**src/rwc_pkg.sv**
```systemverilog
`default_nettype none

package rwc_pkg;

	localparam int DEPTH_DEF = 64;
	localparam int DEPTH_MAX = 64;
	localparam int SAMPLE_W = 32;
	localparam int REQ_W = 16;
	localparam int WIN_W = 7;

	typedef struct packed {
		logic [SAMPLE_W-1:0]     sample_in;
		logic signed [REQ_W-1:0] window_length;
	} in_word_t;

	typedef struct packed {
		logic [SAMPLE_W-1:0] sample_out;
		logic [WIN_W-1:0]    window_used;
		logic                is_last;
	} out_word_t;

	typedef enum logic {
		ST_IDLE,
		ST_RUN
	} state_t;

endpackage

`default_nettype wire

```
**src/rwc_ring.sv**
```systemverilog
`default_nettype none

module rwc_ring #(
	parameter int DEPTH = rwc_pkg::DEPTH_DEF,
	parameter int PTR_W = (DEPTH > 1) ? $clog2(DEPTH) : 1
) (
	input  wire logic                         clk,
	input  wire logic                         arst_n,
	input  wire logic                         wr_en,
	input  wire logic [PTR_W-1:0]             wr_addr,
	input  wire logic [rwc_pkg::SAMPLE_W-1:0] wr_data,
	input  wire logic                         rd_en,
	input  wire logic [PTR_W-1:0]             rd_addr,
	output logic      [rwc_pkg::SAMPLE_W-1:0] rd_data
);

	logic [rwc_pkg::SAMPLE_W-1:0] mem_q [DEPTH];
	logic [DEPTH-1:0]             written_q;
	logic [rwc_pkg::SAMPLE_W-1:0] rd_data_q;
	logic                         rd_hit_q;

	always_ff @(posedge clk) begin
		if (wr_en) begin
			mem_q[wr_addr] <= wr_data;
		end
		if (rd_en) begin
			rd_data_q <= mem_q[rd_addr];
		end
	end

	always_ff @(posedge clk or negedge arst_n) begin
		if (!arst_n) begin
			written_q <= '0;
			rd_hit_q  <= 1'b0;
		end else begin
			if (wr_en) begin
				written_q[wr_addr] <= 1'b1;
			end
			if (rd_en) begin
				rd_hit_q <= written_q[rd_addr];
			end
		end
	end

	// slots never written read as zero
	assign rd_data = rd_hit_q ? rd_data_q : '0;

endmodule

`default_nettype wire

```
**src/rolling_window_capture.sv**
```systemverilog
// Each accepted input word produces window_used output words, oldest sample first.
// The first output word follows acceptance through ST_RUN, the ring read register and
// the output buffer. Input is stalled while the readout runs: one ring read per cycle
// while the output buffer has room, 1..DEPTH reads per input word.
// Async active-low reset clears the write pointer, the sequencer and the per-slot
// written flags, so unwritten slots read as zero; no clearing pass is needed.
`default_nettype none

module rolling_window_capture #(
	parameter int DEPTH = rwc_pkg::DEPTH_DEF
) (
	input  wire logic               clk,
	input  wire logic               arst_n,
	input  wire logic               in_valid,
	output logic                    in_stall,
	input  wire rwc_pkg::in_word_t  in_data,
	output logic                    out_valid,
	input  wire logic               out_stall,
	output rwc_pkg::out_word_t      out_data
);

	localparam int PTR_W = (DEPTH > 1) ? $clog2(DEPTH) : 1;
	localparam logic [PTR_W-1:0] PTR_LAST = PTR_W'(DEPTH - 1);
	localparam logic [rwc_pkg::WIN_W-1:0] LEN_MAX = rwc_pkg::WIN_W'(DEPTH);
	localparam logic [rwc_pkg::WIN_W:0] DEPTH_X = (rwc_pkg::WIN_W + 1)'(DEPTH);

	rwc_pkg::state_t state_q, state_d;

	logic [PTR_W-1:0]           wp_q;
	logic [PTR_W-1:0]           wp_next;
	logic [PTR_W-1:0]           rd_ptr_q;
	logic [rwc_pkg::WIN_W-1:0]  remain_q;
	logic [rwc_pkg::WIN_W-1:0]  len_q;
	logic [rwc_pkg::WIN_W-1:0]  len_d;
	logic [rwc_pkg::WIN_W:0]    start_sum;
	logic [PTR_W-1:0]           start_d;
	logic                       in_acc;
	logic                       issue;
	logic                       issue_last;
	logic                       rd_vld_s1;
	logic                       last_s1;
	logic [rwc_pkg::WIN_W-1:0]  len_s1;
	logic [rwc_pkg::SAMPLE_W-1:0] rd_data;

	rwc_pkg::out_word_t fifo_q [2];
	logic               fifo_wr_q;
	logic               fifo_rd_q;
	logic [1:0]         count_q;
	logic               pop;
	logic [2:0]         credit;

	assign in_acc = in_valid && !in_stall;
	assign wp_next = (wp_q == PTR_LAST) ? '0 : wp_q + 1'b1;

	// clamp the request to 1..DEPTH
	always_comb begin
		priority if (in_data.window_length < 16'sd1) begin
			len_d = rwc_pkg::WIN_W'(1);
		end else if (in_data.window_length > $signed(rwc_pkg::REQ_W'(DEPTH))) begin
			len_d = LEN_MAX;
		end else begin
			len_d = in_data.window_length[rwc_pkg::WIN_W-1:0];
		end
	end

	// oldest slot of the window
	always_comb begin
		start_sum = (rwc_pkg::WIN_W + 1)'(wp_next) + DEPTH_X - {1'b0, len_d};
		if (start_sum >= DEPTH_X) begin
			start_d = PTR_W'(start_sum - DEPTH_X);
		end else begin
			start_d = PTR_W'(start_sum);
		end
	end

	assign pop = out_valid && !out_stall;
	assign credit = {1'b0, count_q} + {2'b00, rd_vld_s1} - {2'b00, pop};

	always_comb begin
		state_d    = state_q;
		in_stall   = 1'b1;
		issue      = 1'b0;
		issue_last = (remain_q == rwc_pkg::WIN_W'(1));
		unique case (state_q)
			rwc_pkg::ST_IDLE: begin
				in_stall = 1'b0;
				if (in_valid) begin
					state_d = rwc_pkg::ST_RUN;
				end
			end
			rwc_pkg::ST_RUN: begin
				issue = (credit < 3'd2);
				if (issue && issue_last) begin
					state_d = rwc_pkg::ST_IDLE;
				end
			end
			default: begin
				state_d = rwc_pkg::ST_IDLE;
			end
		endcase
	end

	always_ff @(posedge clk or negedge arst_n) begin
		if (!arst_n) begin
			state_q   <= rwc_pkg::ST_IDLE;
			wp_q      <= '0;
			remain_q  <= '0;
			rd_vld_s1 <= 1'b0;
		end else begin
			state_q   <= state_d;
			rd_vld_s1 <= issue;
			if (in_acc) begin
				wp_q     <= wp_next;
				remain_q <= len_d;
			end else if (issue) begin
				remain_q <= remain_q - 1'b1;
			end
		end
	end

	always_ff @(posedge clk) begin
		if (in_acc) begin
			rd_ptr_q <= start_d;
			len_q    <= len_d;
		end else if (issue) begin
			rd_ptr_q <= (rd_ptr_q == PTR_LAST) ? '0 : rd_ptr_q + 1'b1;
		end
		if (issue) begin
			last_s1 <= issue_last;
			len_s1  <= len_q;
		end
	end

	rwc_ring #(
		.DEPTH (DEPTH),
		.PTR_W (PTR_W)
	) u_ring (
		.clk     (clk),
		.arst_n  (arst_n),
		.wr_en   (in_acc),
		.wr_addr (wp_q),
		.wr_data (in_data.sample_in),
		.rd_en   (issue),
		.rd_addr (rd_ptr_q),
		.rd_data (rd_data)
	);

	// two-entry output buffer decouples reads from the output stall
	always_ff @(posedge clk) begin
		if (rd_vld_s1) begin
			fifo_q[fifo_wr_q] <= '{sample_out: rd_data, window_used: len_s1, is_last: last_s1};
		end
	end

	always_ff @(posedge clk or negedge arst_n) begin
		if (!arst_n) begin
			fifo_wr_q <= 1'b0;
			fifo_rd_q <= 1'b0;
			count_q   <= '0;
		end else begin
			if (rd_vld_s1) begin
				fifo_wr_q <= !fifo_wr_q;
			end
			if (pop) begin
				fifo_rd_q <= !fifo_rd_q;
			end
			count_q <= credit[1:0];
		end
	end

	assign out_valid = (count_q != 2'd0);
	assign out_data  = fifo_q[fifo_rd_q];

	a_count_bound: assert property (@(posedge clk) disable iff (!arst_n)
		count_q <= 2'd2)
		else $error("output buffer overflow");

	a_push_room: assert property (@(posedge clk) disable iff (!arst_n)
		rd_vld_s1 && !pop |-> count_q < 2'd2)
		else $error("read lands in a full buffer");

	a_idle_drained: assert property (@(posedge clk) disable iff (!arst_n)
		state_q == rwc_pkg::ST_IDLE |-> remain_q == '0)
		else $error("readout left unfinished");

	a_last_ends_run: assert property (@(posedge clk) disable iff (!arst_n)
		issue && issue_last |=> state_q == rwc_pkg::ST_IDLE)
		else $error("run continues after last read");

endmodule

`default_nettype wire

```
**config.mk**
```make
export PLATFORM = sky130hd
export DESIGN_NAME = rolling_window_capture
export DESIGN_NICKNAME = d
export VERILOG_FILES = /design/src/rwc_pkg.sv /design/src/rwc_ring.sv /design/src/rolling_window_capture.sv
export SDC_FILE = /design/constraint.sdc
export NUM_CORES = 2
export LEC_CHECK = 0
export BUFFER_PORTS_ARGS = -buffer_cell sky130_fd_sc_hd__buf_2
export CAP_MARGIN = 20
export CORE_ASPECT_RATIO = 0.6
export CORE_MARGIN = 10
export CORE_UTILIZATION = 63
export DETAILED_ROUTE_END_ITERATION = 8
export PLACE_DENSITY = 0.79
export SKIP_LAST_GASP = 1
export SLEW_MARGIN = 5
export SYNTH_ARGS = -nofsm -noshare
export SYNTH_HDL_FRONTEND = slang
export SYNTH_SLANG_ARGS = --single-unit
```
**constraint.sdc**
```tcl
create_clock -name clk -period 5.5 [get_ports clk]
set_input_delay 1.1 -clock clk [delete_from_list [all_inputs] [get_ports clk]]
set_output_delay 1.1 -clock clk [all_outputs]
set_load 0.05 [all_outputs]
```
* Word level (Yosys, flattened, before mapping)
Memories as Yosys holds them, arrays and structs flattened. A register that Yosys moved wholly into a read port is not among the register bits.
Cells that the tools add are included.
** Operators by class
- Add/subtract/negate cells :: 8
- $lt $le $gt $ge :: 7
- Equality and inequality tests :: 3
- Mux-type cells :: 23
- Bitwise operators :: 2
- Reduce and logical (&&, ||, !) cells :: 9
** Operators by type and width (count)
- 64-bit OR :: 1
- 32-bit 2-to-1 mux :: 1
- 6-bit 2-to-1 mux :: 5
- 7-bit 2-to-1 mux :: 4
- 16-bit by 8-bit > comparator with 1-bit output (second input constant) :: 1
- 16-bit by 2-bit < comparator with 1-bit output (second input constant) :: 1
- 6-bit by 7-bit < comparator with 1-bit output (second input constant) :: 2
- 6-bit by 1-bit adder with 6-bit output (second input constant) :: 2
- 6-bit == test (second input constant) :: 2
- 1-bit 2-to-1 mux :: 10
- 6-bit by 7-bit adder with 8-bit output (second input constant) :: 1
- 8-bit by 7-bit >= comparator with 1-bit output (second input constant) :: 1
- 8-bit by 7-bit subtractor with 8-bit output :: 1
- 7-bit by 1-bit == test with 1-bit output (second input constant) :: 1
- 7-bit by 1-bit subtractor with 7-bit output (second input constant) :: 1
- 1-bit binary-select mux with 6-bit select :: 1
- 1-bit demux with 6-bit select :: 1
- 6-bit by 1-bit >= comparator with 1-bit output (second input constant) :: 1
- 6-bit by 1-bit subtractor with 6-bit output (second input constant) :: 1
- 1-bit logical AND :: 4
- 2-bit nonzero test :: 2
- 2-bit by 1-bit adder with 3-bit output :: 1
- 1-bit logical NOT :: 3
- 3-bit by 2-bit < comparator with 1-bit output (second input constant) :: 1
- other kinds (3) :: 3
** Storage, ports and cells
- Register bits after elaboration :: 105
- Bits in writable memories :: 2128
- Bits of input ports :: 52
- Output and inout bits :: 42
- Memories kept :: 2
** Memories
- u_ring.mem_q :: words 64, width 32, rd ports 1, clocked after memory_dff 1, write ports 1, RTL line rwc_ring.sv:17 : logic [rwc_pkg::SAMPLE_W-1:0] mem_q [DEPTH];
- fifo_q :: words 2, width 40, rd ports 1, clocked after memory_dff 0, write ports 1, RTL line rolling_window_capture.sv:45 : rwc_pkg::out_word_t fifo_q [2];

* Longest topological paths before layout
- Depth after elaboration :: 7
- Gate-level depth with buffers :: 15
- Mapped depth without buffers :: 14

* Hierarchy
A second synthesis with hierarchy kept.
** Second synthesis, totals
- Cells, all modules :: 3655
- Area, all modules :: 86569.3 µm²
** Modules (own cells, without submodules)
- rwc_ring :: instances 1, cells an instance 3335, area each 81612.0 µm², seq. area each 64086.5 µm²
- rolling_window_capture :: instances 1, cells an instance 320, area each 4957.3 µm², seq. area each 3508.4 µm²

* Worst setup path before layout
No wires, ideal clock.
- Path type :: input -> register
- Start point :: in in_valid
- End point :: mem u_ring.mem_q[34][0] in the netlist's numbering, enable pin
- Arrival :: 4.005 ns
- Required time :: 5.038 ns
- Slack :: 1.032 ns
- Cell stages on the path :: 5
- Path buffers :: 1
- Cell sequence :: nand2b_1 > clkbuf_1 > inv_1 > nand3_1 > nor3_1
** On the way
- Word-level cells in the longest chain between the ends :: 3
** Ends and longest elaborated chain
- start, declared :: RTL line rolling_window_capture.sv:14 : input wire logic in_valid,
- 1-bit logical AND :: RTL line rolling_window_capture.sv:52 : assign in_acc = in_valid && !in_stall;
- 1-bit 2-to-1 mux :: RTL line rwc_ring.sv:23 : if (wr_en) begin
- 1-bit 2-to-1 mux (not written as such) :: RTL line rwc_ring.sv:24 : mem_q[wr_addr] <= wr_data;
- end, declared :: RTL line rwc_ring.sv:17
No other way between the ends.

==> impl_metrics.csv <==
group,metric,value,unit
outcome,status,"complete, no violations",
clock_network,post_cts_resized,0,
global_routing,grt.total_usage,0.3048,
logic_synthesis,syn-num-nets,3822,
routing,wire_per_inst,38.94,µm
placement,port_buffers,93,
pwr,sequentialPowerShare,0.414,
global_routing,grt_overflow,0,
routing,ant_nets,0,
logic_synthesis,synth_top_cell_by_area,"edfxtp_1",
clock_network,cts_setup_buffers,0,
floorplanning,rows,105,
floorplanning,ios,94,
layout,drive_gt1_frac,0.3157,
pwr,switchingPower,15.72,mW
placement,dpl_cell_area,90290,µm²
clock_network,h-tree-depth,4,
setup_path,crit-reg2reg-capture,"u_ring.rd_data_q[11]",
logic_synthesis,ys_async_sr_fraction,0.03709,
clock_network,ctsRootBufferMaster,"clkbuf_16",
setup_path,crit_path_frequent_cell,"buf_4",
logic_synthesis,yosysTopAreaCellShare,0.7570,
logic_synthesis,synthCells,3757,
layout,most-common-layout-cells,"edfxtp_1, mux4_2, clkbuf_16, buf_4, buf_2",
floorplanning,die_area,153000,µm²
global_routing,grt_pass1_vias,43330,
logic_synthesis,yosysUniqueCellTypes,47,
sta,fin_crit,3.980,ns
floorplanning,die_x,498.4,µm
floorplanning,die_h,307.1,µm
setup_path,critPathLaunchType,"flop",
layout,fin_area,96450,µm²
sta,max_freq,251.3,MHz
setup_path,path_cells,"buf_4 > buf_4 > mux4_2 > mux2i_1 > o311ai_0 > a21oi_1 > nor2_1",
setup_path,endpoint_kind,"flop",
sta,final_hold_viol_count,0,
logic_synthesis,synth.avg_cell_area,23.03,µm²
setup_path,worstPathMaxFanout,26,
sta,fin_worst_skew,0.02890,ns
layout,area_growth,11.47,%
routing,drc_errors,0,
setup_path,slowest_delay,0.83,ns
sta,slew_viol_final,0,
pwr,switching_share,0.3223,
job,max_cap_viol_count,0,
pwr,p_comb_frac,0.307,
clock_network,clock-sinks,2265,
sta,relSlewSlack,0.1602,
layout,final_cells,5980,
sta,rsz0062_at_grt,"no",
clock_network,path_clk_slew,0.07,ns
logic_synthesis,yosysSeqAreaShare,0.7812,
pwr,power_leakage,30.61,nW
routing,routed_wl,232800,µm
setup_path,reg2regPathDepth,7,
sta,fin_setup_tns,0,ns
clock_network,clkLatencyLatePin,0.82,ns
global_routing,grt_max_degree,109,
logic_synthesis,ys_seq_elements,2265,
setup_path,path_class,"reg -> reg",
sta,post-route-period-util,0.7236,
pwr,p_int,33.06,mW
clock_network,clock_path_buffers,3,
clock_network,cts-buffers-inserted,184,
routing,vias,43460,
logic_synthesis,synthTopCellsByArea,"edfxtp_1, mux4_2, dfrtp_1, mux2i_1, a22oi_1",
setup_path,arrival,4.50,ns
setup_path,r2r_slack,1.52,ns
layout,seq_area,67600,µm²
routing,drtIter0Drc,7990,
pwr,p_clk_frac,0.279,
pwr,p_per_area,505.8,nW/µm²
layout,multi_input_area,18410,µm²
placement,dp.cells,5628,
layout,fillers,7352,
sta,tightestPinTransition,1.240,ns
setup_path,r2r_start,"rd_ptr_q[0]",
placement,gp_congestion,0.8838,
layout,final_common_cell,"edfxtp_1",
routing,drt_pass1_iterations,5,
layout,nets,4065,
logic_synthesis,syn_area,86520,µm²
placement,dp_hpwl,125800,µm
global_routing,antenna_found_initial,11,
pwr,ir_drop,0.4011,mV
floorplanning,coreArea,136500,µm²
setup_path,slowest_stage,"edfxtp_1",
pwr,power,48.79,mW
logic_synthesis,ys_warn_count,0,
logic_synthesis,synth_ff_type,"edfxtp_1",
global_routing,grt_pass1_wl,330600,µm
clock_network,cts_tree,"done",
floorplanning,start_util,0.6339,
setup_path,critPathRequiredTime,6.02,ns
min_path,holdCritPathClass,"in -> async",
clock_network,cts_hold_buf,0,
routing,vias_per_cell,7.268,
sta,setup_viol_count_final,0,
logic_synthesis,synth_edf_count,2181,
stage by stage:
stage          hold slack, ns  utilization  worst slack (ns)
3_3_place_gp           0.4055       0.6602             1.193
3_5_place_dp           0.4084       0.6615             1.200
6_report               0.3538       0.7066             1.520
2_1_floorplan          0.4003            -             1.032
5_1_grt                0.3753       0.7066             1.472
4_1_cts                0.3403       0.7059             1.627
layer usage:
metal | up-vias | track usage | wire length (µm)
met3 | 443 | 0.1041 | 35450
met2 | 3874 | 0.4550 | 107600
li1 | 16330 | - | -
met1 | 22810 | 0.4338 | 82520
met4 | 8 | 0.09220 | 7220
met5 | - | 0 | 52
layout make-up:
| type | instances | share of cell area |
|---|---|---|
| diodes | 2 | 0.00005189 |
| inverters | 17 | 0.0006616 |
| clock buffers | 237 | 0.05173 |
| clock inverters | 108 | 0.01110 |
| multi-input cells | 1270 | 0.1908 |
| repair buffers | 262 | 0.02118 |
| well taps | 1819 | 0.02360 |
| flip-flops and latches | 2265 | 0.7008 |
power groups by stage:
stage / sequential, mW / clock, mW / combinational (mW)
after floorplan: 20.3 / 0 / 9.46
after global placement: 20.5 / 0 / 14.0
after detailed placement: 20.5 / 0 / 14.4
after global routing: 20.2 / 14.2 / 15.5
final: 20.2 / 13.6 / 15.0
after CTS: 20.2 / 13.6 / 14.7
Yosys cell counts (all sizes together) (12+ instances only):
| cell | number |
|---|---|
| mux2 | 41 |
| mux4 | 597 |
| nand3 | 32 |
| nand2 | 61 |
| inv | 17 |
| a221oi | 24 |
| o311ai | 16 |
| and2 | 36 |
| buf | 110 |
| xnor2 | 12 |
| o21ai | 46 |
| edfxtp | 2181 |
| a22oi | 64 |
| or2 | 71 |
| mux2i | 60 |
| dfrtp | 84 |
| nor2 | 100 |
| clkbuf | 95 |
| a21oi | 27 |
worst max path at each step:
stage,from,endpoint,slack (ns),cells after the start
CTS,rd_ptr_q[0],u_ring.rd_data_q[19],1.63,6
floorplan,in_valid,u_ring.mem_q[34][0],1.03,5
global placement,in_valid,u_ring.mem_q[28][24],1.19,6
finish,rd_ptr_q[0],u_ring.rd_data_q[11],1.52,7
global route,rd_ptr_q[0],u_ring.rd_data_q[11],1.47,7
detailed placement,in_valid,u_ring.mem_q[28][19],1.20,6
sequential cells by signal, summed over array words and instances, names as in the netlist, 2 cells and up:
name and cells:
len_q 7, u_ring.written_q 64, u_ring.mem_q 2048, wp_q 6, u_ring.rd_data_q 32, count_q 2, len_s1 7, fifo_q 80
rd_ptr_q 6, remain_q 7
cell families after synthesis:
kind of cell    synth area share
fa+ha+maj               0.002053
simple gates             0.01984
buf+inv                  0.01176
xor+xnor                0.002126
compound gates           0.01530
flops                     0.7812
mux                       0.1677
critical path, delay by kind of cell (launching register included):
kind | cells | cell delay (ns)
AO/OA/AOI/OAI | 2 | 0.66
flip-flops | 1 | 0.83
buffers and inverters | 2 | 1.11
AND/OR/NAND/NOR | 1 | 0.10
multiplexers | 2 | 0.94
Note: power is estimated with default switching activity, not from simulation.
